$ cat config.mk
export PLATFORM = sky130hd
export DESIGN_NAME = fifo_counting_semaphore
export DESIGN_NICKNAME = d
export VERILOG_FILES = /design/src/rtl/core/fcs_pkg.sv /design/src/rtl/core/fifo_counting_semaphore.sv
export VERILOG_INCLUDE_DIRS = /design/src /design/src/rtl/core
export SDC_FILE = /design/constraint.sdc
export NUM_CORES = 1
export LEC_CHECK = 0
export BUFFER_PORTS_ARGS = -buffer_cell sky130_fd_sc_hd__buf_4
export CORE_UTILIZATION = 50
export CTS_CLUSTER_SIZE = 10
export DETAILED_ROUTE_END_ITERATION = 6
export GPL_ROUTABILITY_DRIVEN = 0
export GPL_TIMING_DRIVEN = 0
export PLACE_DENSITY = 0.68
export REMOVE_ABC_BUFFERS = 1
export SLEW_MARGIN = 20
export SYNTH_ARGS = -nofsm -noshare
export SYNTH_HDL_FRONTEND = slang
export SYNTH_SLANG_ARGS = --single-unit
export TNS_END_PERCENT = 100
$ cat constraint.sdc
create_clock -name clk_i -period 4.1 [get_ports clk_i]
set_input_delay 0.205 -clock clk_i [delete_from_list [all_inputs] [get_ports clk_i]]
set_output_delay 0.205 -clock clk_i [all_outputs]
set_load 0.01 [all_outputs]
$ cat src/rtl/core/assert_macros.svh
// Assertion macros shared by the RTL; empty when SYNTHESIS is defined.
`ifndef ASSERT_MACROS_SVH
`define ASSERT_MACROS_SVH

`ifndef SYNTHESIS

// Implication checked at every rising clock edge outside reset.
`define ASSERT_CLK(lbl, clk, rst_n, prop, msg) \
  lbl: assert property (@(posedge clk) disable iff (!rst_n) (prop)) else $error(msg);

// Condition that must never be seen at a rising clock edge outside reset.
`define ASSERT_NEVER(lbl, clk, rst_n, cond, msg) \
  lbl: assert property (@(posedge clk) disable iff (!rst_n) !(cond)) else $error(msg);

`else

`define ASSERT_CLK(lbl, clk, rst_n, prop, msg)
`define ASSERT_NEVER(lbl, clk, rst_n, cond, msg)

`endif

`endif

$ cat src/rtl/core/fcs_pkg.sv
// Types and constants of the counting semaphore with its wait queue.
package fcs_pkg;

  localparam int QUEUE_DEPTH    = 32;
  localparam int THREAD_ID_BITS = 8;

  localparam int ACTION_W   = 2;
  localparam int TID_PORT_W = 8;
  localparam int KIND_W     = 3;
  localparam int COUNT_W    = 16;
  localparam int INIT_W     = 15;
  localparam int APB_ADDR_W = 3;
  localparam int APB_DATA_W = 32;

  // stored id width: ids are kept to THREAD_ID_BITS and reported in the port width
  localparam int TID_W  = (THREAD_ID_BITS < TID_PORT_W) ? THREAD_ID_BITS : TID_PORT_W;
  localparam int QIDX_W = (QUEUE_DEPTH > 1) ? $clog2(QUEUE_DEPTH) : 1;
  localparam int QCNT_W = $clog2(QUEUE_DEPTH + 1);

  localparam logic [QIDX_W-1:0] QIDX_LAST = QIDX_W'(QUEUE_DEPTH - 1);
  localparam logic [QCNT_W-1:0] QCNT_FULL = QCNT_W'(QUEUE_DEPTH);

  localparam logic signed [COUNT_W-1:0] COUNT_MAX = 16'sd32767;

  localparam logic [ACTION_W-1:0] ACT_WAIT   = 2'd0;
  localparam logic [ACTION_W-1:0] ACT_SIGNAL = 2'd1;
  localparam logic [ACTION_W-1:0] ACT_CLOSE  = 2'd2;

  // word index of the configuration registers
  localparam logic REG_INIT_COUNT = 1'b0;

  typedef enum logic [KIND_W-1:0] {
    KIND_PROCEED      = 3'd0,
    KIND_BLOCKED      = 3'd1,
    KIND_NO_RELEASE   = 3'd2,
    KIND_RELEASED     = 3'd3,
    KIND_RELEASED_ERR = 3'd4,
    KIND_CLOSE_DONE   = 3'd5,
    KIND_QUEUE_FULL   = 3'd6
  } kind_e;

endpackage

$ cat src/rtl/core/fifo_counting_semaphore.sv
// Counting semaphore with a FIFO wait queue of blocked thread ids.
//
// Input channel (in_valid_i / in_stall_o) carries one word per call: action_i
// (wait, signal, close) and thread_id_i. Output channel (out_valid_o /
// out_stall_i) carries the results: kind_o, released_thread_o, last_o.
// A word is taken in S_IDLE and worked on in S_EXEC once the output register is
// free; a wait or a signal gives one result, and no new word is taken in S_EXEC.
// A close gives one released-with-error result per waiter, one a cycle while the
// receiver keeps up, and then a close-done result. The ids sit in a 32-entry
// synchronous RAM whose registered read is addressed with the next head position.
// The next word is taken while a result still sits in the output register.
// A stalled receiver holds the result and the block waits for it.
// Reset empties the queue and loads the count with zero; initial_count is
// written over the APB port at byte address 0 and is reloaded on every close.
// Action code 3 gives no result.
module fifo_counting_semaphore (
  input  logic                                clk_i,
  input  logic                                rst_ni,
  // configuration
  input  logic                                psel,
  input  logic                                penable,
  input  logic                                pwrite,
  input  logic [fcs_pkg::APB_ADDR_W-1:0]      paddr,
  input  logic [fcs_pkg::APB_DATA_W-1:0]      pwdata,
  output logic [fcs_pkg::APB_DATA_W-1:0]      prdata,
  output logic                                pready,
  // calls
  input  logic                                in_valid_i,
  output logic                                in_stall_o,
  input  logic [fcs_pkg::ACTION_W-1:0]        action_i,
  input  logic [fcs_pkg::TID_PORT_W-1:0]      thread_id_i,
  // results
  output logic                                out_valid_o,
  input  logic                                out_stall_i,
  output logic [fcs_pkg::KIND_W-1:0]          kind_o,
  output logic [fcs_pkg::TID_PORT_W-1:0]      released_thread_o,
  output logic                                last_o
);
  import fcs_pkg::*;

`include "assert_macros.svh"

  typedef enum logic {
    S_IDLE,
    S_EXEC
  } state_e;

  state_e                     state_q, state_d;
  logic [ACTION_W-1:0]        act_q;
  logic [TID_W-1:0]           tid_q;
  logic signed [COUNT_W-1:0]  count_q, count_d;
  logic [QIDX_W-1:0]          head_q, head_d;
  logic [QIDX_W-1:0]          tail_q, tail_d;
  logic [QCNT_W-1:0]          used_q, used_d;
  logic [INIT_W-1:0]          init_q;

  logic                       out_valid_q, out_valid_d;
  kind_e                      kind_q, kind_d;
  logic [TID_W-1:0]           rel_q, rel_d;
  logic                       last_q, last_d;

  logic [TID_W-1:0]           mem [QUEUE_DEPTH];
  logic [TID_W-1:0]           rd_q;
  logic                       mem_we;

  logic                       in_take;
  logic                       out_free;
  logic                       load_out;
  logic                       cfg_wr;
  logic [TID_PORT_W-1:0]      rel_ext;

  function automatic logic [QIDX_W-1:0] next_pos(input logic [QIDX_W-1:0] p);
    next_pos = (p == QIDX_LAST) ? '0 : p + 1'b1;
  endfunction

  assign pready = 1'b1;
  assign cfg_wr = psel && penable && pwrite && (paddr[2] == REG_INIT_COUNT);
  assign prdata = (paddr[2] == REG_INIT_COUNT) ? APB_DATA_W'(init_q) : '0;

  assign in_stall_o = (state_q != S_IDLE);
  assign in_take    = in_valid_i && (state_q == S_IDLE);
  assign out_free   = !out_valid_q || !out_stall_i;

  always_comb begin
    state_d  = state_q;
    count_d  = count_q;
    head_d   = head_q;
    tail_d   = tail_q;
    used_d   = used_q;
    mem_we   = 1'b0;
    load_out = 1'b0;
    kind_d   = kind_q;
    rel_d    = '0;
    last_d   = 1'b1;

    unique case (state_q)
      S_IDLE: begin
        if (in_take) begin
          state_d = S_EXEC;
        end
      end
      S_EXEC: begin
        if (out_free) begin
          unique case (act_q)
            ACT_WAIT: begin
              load_out = 1'b1;
              state_d  = S_IDLE;
              if (count_q <= 16'sd0) begin
                if (used_q == QCNT_FULL) begin
                  kind_d = KIND_QUEUE_FULL;
                end else begin
                  mem_we  = 1'b1;
                  tail_d  = next_pos(tail_q);
                  used_d  = used_q + 1'b1;
                  count_d = count_q - 16'sd1;
                  kind_d  = KIND_BLOCKED;
                end
              end else begin
                count_d = count_q - 16'sd1;
                kind_d  = KIND_PROCEED;
              end
            end
            ACT_SIGNAL: begin
              load_out = 1'b1;
              state_d  = S_IDLE;
              kind_d   = KIND_NO_RELEASE;
              if (count_q < COUNT_MAX) begin
                count_d = count_q + 16'sd1;
                // count still at most zero after the increment
                if (count_q < 16'sd0 && used_q != '0) begin
                  kind_d = KIND_RELEASED;
                  rel_d  = rd_q;
                  head_d = next_pos(head_q);
                  used_d = used_q - 1'b1;
                end
              end
            end
            ACT_CLOSE: begin
              load_out = 1'b1;
              if (used_q != '0) begin
                kind_d = KIND_RELEASED_ERR;
                rel_d  = rd_q;
                last_d = 1'b0;
                head_d = next_pos(head_q);
                used_d = used_q - 1'b1;
              end else begin
                kind_d  = KIND_CLOSE_DONE;
                head_d  = '0;
                tail_d  = '0;
                count_d = signed'(COUNT_W'(init_q));
                state_d = S_IDLE;
              end
            end
            default: begin
              state_d = S_IDLE;
            end
          endcase
        end
      end
      default: begin
        state_d = S_IDLE;
      end
    endcase

    out_valid_d = out_valid_q && out_stall_i;
    if (load_out) begin
      out_valid_d = 1'b1;
    end
  end

  always_ff @(posedge clk_i or negedge rst_ni) begin
    if (!rst_ni) begin
      state_q     <= S_IDLE;
      act_q       <= ACT_WAIT;
      tid_q       <= '0;
      count_q     <= '0;
      head_q      <= '0;
      tail_q      <= '0;
      used_q      <= '0;
      init_q      <= '0;
      out_valid_q <= 1'b0;
      kind_q      <= KIND_PROCEED;
      rel_q       <= '0;
      last_q      <= 1'b0;
    end else begin
      state_q     <= state_d;
      count_q     <= count_d;
      head_q      <= head_d;
      tail_q      <= tail_d;
      used_q      <= used_d;
      out_valid_q <= out_valid_d;
      if (in_take) begin
        act_q <= action_i;
        tid_q <= thread_id_i[TID_W-1:0];
      end
      if (cfg_wr) begin
        init_q <= pwdata[INIT_W-1:0];
      end
      if (load_out) begin
        kind_q <= kind_d;
        rel_q  <= rel_d;
        last_q <= last_d;
      end
    end
  end

  // wait queue RAM; registered read at the head position of the next cycle
  always_ff @(posedge clk_i) begin
    if (mem_we) begin
      mem[tail_q] <= tid_q;
    end
    rd_q <= mem[head_d];
  end

  always_comb begin
    rel_ext              = '0;
    rel_ext[TID_W-1:0]   = rel_q;
  end

  assign out_valid_o       = out_valid_q;
  assign kind_o            = kind_q;
  assign released_thread_o = rel_ext;
  assign last_o            = last_q;

  `ASSERT_NEVER(a_used_bound, clk_i, rst_ni, used_q > QCNT_FULL,
                "wait queue fill above its depth")
  `ASSERT_CLK(a_empty_ptrs, clk_i, rst_ni, (used_q == '0) |-> (head_q == tail_q),
              "empty wait queue with head and tail apart")
  `ASSERT_CLK(a_waiters_neg, clk_i, rst_ni, (used_q != '0) |-> (count_q < 16'sd0),
              "waiters queued while the count is not negative")
  `ASSERT_CLK(a_not_last, clk_i, rst_ni,
              (out_valid_o && !last_o) |-> (kind_q == KIND_RELEASED_ERR),
              "non-final result that is not a close release")

endmodule

Word-level counts from Yosys, hierarchy flattened
Memory sizes are Yosys's and may differ from the RTL's. A register that Yosys moved wholly into a read port is not among the register bits.
Index checks and enable logic that the tools add are counted.
Widths: inputs -> output; s select.

cells by class
  add/sub/neg operators = 6
  multiply operators = 0
  divide/modulo/power cells = 0
  magnitude comparators = 3
  eq/ne operators = 12
  shift-type cells = 0
  multiplexer cells = 56
  bitwise operators = 2
  reductions and logical operators = 18

operator list
  cell                   number
  $mux 16                4
  $mux 5                 10
  $pmux 16 s3            1
  $mux 8                 5
  $mux 6                 5
  $mux 1                 22
  $pmux 5 s2             2
  $pmux 6 s3             1
  $add 16x2->16 const B  1
  $le 16x1->1 const B    1
  $lt 16x1->1 const B    1
  $lt 16x16->1 const B   1
  $pmux 8 s2             1
  $sub 16x2->16 const B  1
  $mux 15                1
  $ne 2x2->1 const B     6
  $reduce_and 6->1       2
  $add 5x1->5 const B    2
  $eq 5x5->1 const B     2
  $pmux 3 s3             1
  $reduce_and 8->1       1
  $add 6x1->6 const B    1
  $eq 6x6->1 const B     1
  $logic_and 1x1->1      6
  15 further kinds       18

word-level totals
  flip-flop bits (word level) = 71
  bits in latches = 0
  RAM bits = 256
  bits in read-only memories = 0
  input bits = 52
  output and inout bits = 47
  word-level logic and storage cells = 110
  memories kept = 1

memories
  name  depth  width  read ports  clocked after memory_dff  write ports  line                           text
  mem   32     8      1           1                         1            fifo_counting_semaphore.sv:62  logic [TID_W-1:0] mem [QUEUE_DEPTH];

Logic depth before layout (Yosys ltp)
  depth after elaboration = 8
  depth in mapped cells = 14

Worst setup path before layout
Ideal clock, no wire load.

  path kind = register -> register
  start = reg act_q[1]
  end = reg count_q[14]
  arrival time = 2879 ps
  setup slack = 1097 ps
  cell stages (with the launch flop) = 14
  clock period less this slack = 3003 ps
  path through = dfrtp_1 -> inv_1 -> ha_1 -> buf_2 -> inv_1 -> fa_1 -> a211oi_1 -> o21bai_1 -> a31o_2 -> a211oi_1 -> o41ai_1 -> xnor2_1 -> o21ai_0 -> mux2_2

on the way
  longest elaborated chain between the ends = 3

ends and longest elaborated chain
  what                                          line                            text
  start: declaration                            fifo_counting_semaphore.sv:49   logic [ACTION_W-1:0] act_q;
  start signal: assignment                      fifo_counting_semaphore.sv:193  act_q <= action_i;
  $eq 2x2->1 (tied with other cells)            fifo_counting_semaphore.sv:104  unique case (act_q)
  $ne 2x2->1 (no line) (tied with other cells)  --
  $reduce_and 6->1 (no line)                    --
  end signal: assignment                        fifo_counting_semaphore.sv:187  count_q <= count_d;
  end: declaration                              fifo_counting_semaphore.sv:51   logic signed [COUNT_W-1:0] count_q, count_d;

Parallel ways exist; a longest one is shown, timed or not.
A chain may end at the register's enable or synchronous reset.

Final worst setup path
  start = reg act_q[0]
  end = reg rd_q[2], read port of mem

on the way
  longest elaborated chain between the ends = 4

ends and longest elaborated chain
  what                                             line                            text
  $eq 2x2->1 / $eq 2x1->1 (equally long branches)  fifo_counting_semaphore.sv:104
  $pmux 5 s2 (*)                                   fifo_counting_semaphore.sv:104
  $mux 5 (*)                                       fifo_counting_semaphore.sv:103  if (out_free) begin
  $mux 5 (*)                                       fifo_counting_semaphore.sv:96   unique case (state_q)
  end: declaration                                 fifo_counting_semaphore.sv:63   logic [TID_W-1:0] rd_q;

Every way passes the cells marked *; elsewhere a longest branch is shown, timed or not.

==> run metrics <==
status=completed; worst hold path class=in -> async; clock slew at reported path FFs=60 ps; I/O Pins=99; Placement Rows=62; Cell Count, Final, Fillers Out=1608; TritonRoute pass-1 iters=5; crit end category=flip-flop; dominant synthesized flop cell=edfxtp_1; Post-Syn Area=14700 sq um; Congestion Overflow GR=0; maximum VDD drop=roughly 0.39 mV; DP HPWL=20200 um; IO Port Bufs=61; die area=30200 sq um; mean post-synth cell area=13.5 sq um; worst skew pair latency=520 ps; YS warnings=0; Rel. slew slack=0.281; placed insts=1498; Yosys reg bits=335; clk sinks=335; Yosys top cell by area=edfxtp_1; CTS max path bufs=3; DR vias/cell=5.74; share of the yosys chip area belonging to registers=0.653; Setup crit start kind=flip-flop; most common cell in the synthesized netlist=edfxtp_1; Core Util, Final=0.593; max-cap check violation count=0; Power Density=approximately 800 nW/um^2; first-pass GRT wire length=52100 um; R2R cell count=13; drc violations=0; fraction of layout instances using a drive strength above 1=0.153; largest net degree at the start of global routing=72; Antenna Nets Post-Route=0; # diodes=0; hold_ws=roughly 380 ps; RSZ-0062 raised after global routing=false; TritonCTS Buffers=40; CP Data Required Time=4450 ps; Arr. time, crit path=4290 ps; asr flop ratio synth=0.212; Fin. Hold Viols=0; final WL=33400 um; Die Y-Extent=174 um; Crit Path Max Fanout=53; dominant cells by area after synthesis=edfxtp_1, dfrtp_1, mux2i_1; Tmin final=3940 ps; nets=1277; area grow syn2layout=16.1%; Fin Clk Skew=just over 20 ps; EDFF count, synth=256; Starting Density=0.511; Global Route Usage Sum=0.225; setup TNS=0 ps; vias in the first global route=8991; Yosys top cell area share=0.521; period utilization=0.960; per-cell routed wire length=20.7 um; Fmax=254 MHz; Slew Viols, Final=0; vias=9236; critical path type=reg -> reg; Root Buffer=clkbuf_16; initial drt markers=between 700 and 800; Die X=174 um; synthesized instance count=around 1100; H-tree depth=2; setup violators final=0; Least-Margin Pin Slew=1080 ps; initial antenna violation count=0; Lkg Pwr=6.15 nW; TritonCTS clock tree=built; core area=28900 sq um; Synth cell types=68; synth cell count leaders=edfxtp_1, nand2_1, mux2i_1
-- final cells by class --
class	count	area, sq um
Clock buffer	68	1110
Clock inverter	4	41.3
Fill cell	2247	11700
Inverter	15	66.3
Multi-Input combinational cell	694	4810
Sequential cell	335	9630
Tap cell	384	480
Timing Repair Buffer	108	983
-- critical path, cell delays in order, from the launching register on --
cell and delay (ps):
dfrtp_1 390, inv_1 120, ha_2 490, inv_1 140, a211oi_2 430, nand2_1 200
a22oi_4 280, buf_16 220, inv_6 130, buf_16 240, mux2i_1 170, mux2i_1 270
o22ai_1 170, nor4_1 440
-- worst paths after layout --
path                             startpoint                    to  slack [ps]
worst max-delay path               act_q[0]               rd_q[2]         160
worst min-delay path                 rst_ni            count_q[1]         380
worst max register to register     act_q[0]               rd_q[2]         160
worst min register to register      rd_q[5]  released_thread_o[5]         440
max in group asynchronous            rst_ni              tid_q[7]        3040
min in group clk_i              action_i[0]              act_q[0]         430
-- where the power goes --
| group | internal [W] | switching [W] | total [W] |
|---|---|---|---|
| logic | 0.00215 | 0.00297 | 0.00512 |
| registers | 0.00443 | 0.000765 | 0.00520 |
| clock network | 0.00183 | 0.00130 | 0.00314 |
-- logic make-up (layout without fill, tap and decap cells) --
kind of cell | count (synthesis) | count (layout) | share of synthesized area
and+or+nand+nor | 341 | 342 | 0.110
DFF | 335 | 335 | 0.653
AOI/OAI and AO/OA | 168 | 168 | 0.0838
muxes | 117 | 117 | 0.0858
buffers and inverters | 84 | 195 | 0.0293
adders and majority gates | 31 | 31 | 0.0273
xor gates and xnor gates | 18 | 18 | 0.0107
other | 2 | 18 | 0.000509
-- per-layer routing --
| layer | up-vias | global-route usage | routed length, um |
|---|---|---|---|
| met2 | 279 | 0.362 | 15600 |
| met1 | 4575 | 0.309 | 14600 |
| met3 | 73 | 0.0397 | 2100 |
| li1 | 4309 | - | - |
| met4 | 0 | 0.0749 | 1070 |
| met5 | - | 0 | 0 |
-- timing repair --
action | in CTS | in global routing
resized for setup | 3 | 3
hold endpoints to repair | 98 | 0
pin swaps | 2 | 2
setup buffers | 5 | 4
gates cloned | 0 | 1
hold buffers | 28 | 0
setup endpoints to repair | 8 | 8
-- per-stage QoR --
stage / setup slack (ps) / cell area [sq um] / power [W]
2_1_floorplan: -341 / 14400 / 0.00845
3_3_place_gp: -2290 / 15400 / 0.0100
3_5_place_dp: -986 / 15600 / 0.0102
4_1_cts: 18.5 / 17100 / 0.0135
5_1_grt: 28.2 / 17100 / 0.0143
6_report: 163 / 17100 / 0.0135
-- registers in the layout, indices dropped and copies added (netlist names), 2 cells and up --
register,count
used_q,6
act_q,2
tail_q,5
init_q,15
kind_o,3
tid_q,8
rd_q,8
head_q,5
released_thread_o,8
count_q,16
mem,256
-- cell usage in the layout (no fill, tap or decap), drive strengths merged, types with 7 or more instances in the layout --
cell / synthesis / routed
or3: 9 / 9
ha: 29 / 29
nor4: 11 / 11
mux2: 25 / 25
o21ai: 31 / 31
nor3b: 18 / 18
inv: 15 / 16
conb: 2 / 18
xor2: 10 / 10
a311oi: 34 / 34
nor2b: 18 / 18
mux2i: 87 / 87
dlygate4sd3: 0 / 28
edfxtp: 256 / 256
a22o: 8 / 8
dfrtp: 71 / 71
and3: 7 / 7
nand3: 41 / 41
nand2: 145 / 145
buf: 44 / 80
xnor2: 8 / 8
o22ai: 14 / 14
nor3: 10 / 10
dfxtp: 8 / 8
clkbuf: 25 / 68
nor2: 65 / 66
a21oi: 23 / 23
a211oi: 26 / 26
Note: power is estimated with default switching activity, not from simulation.
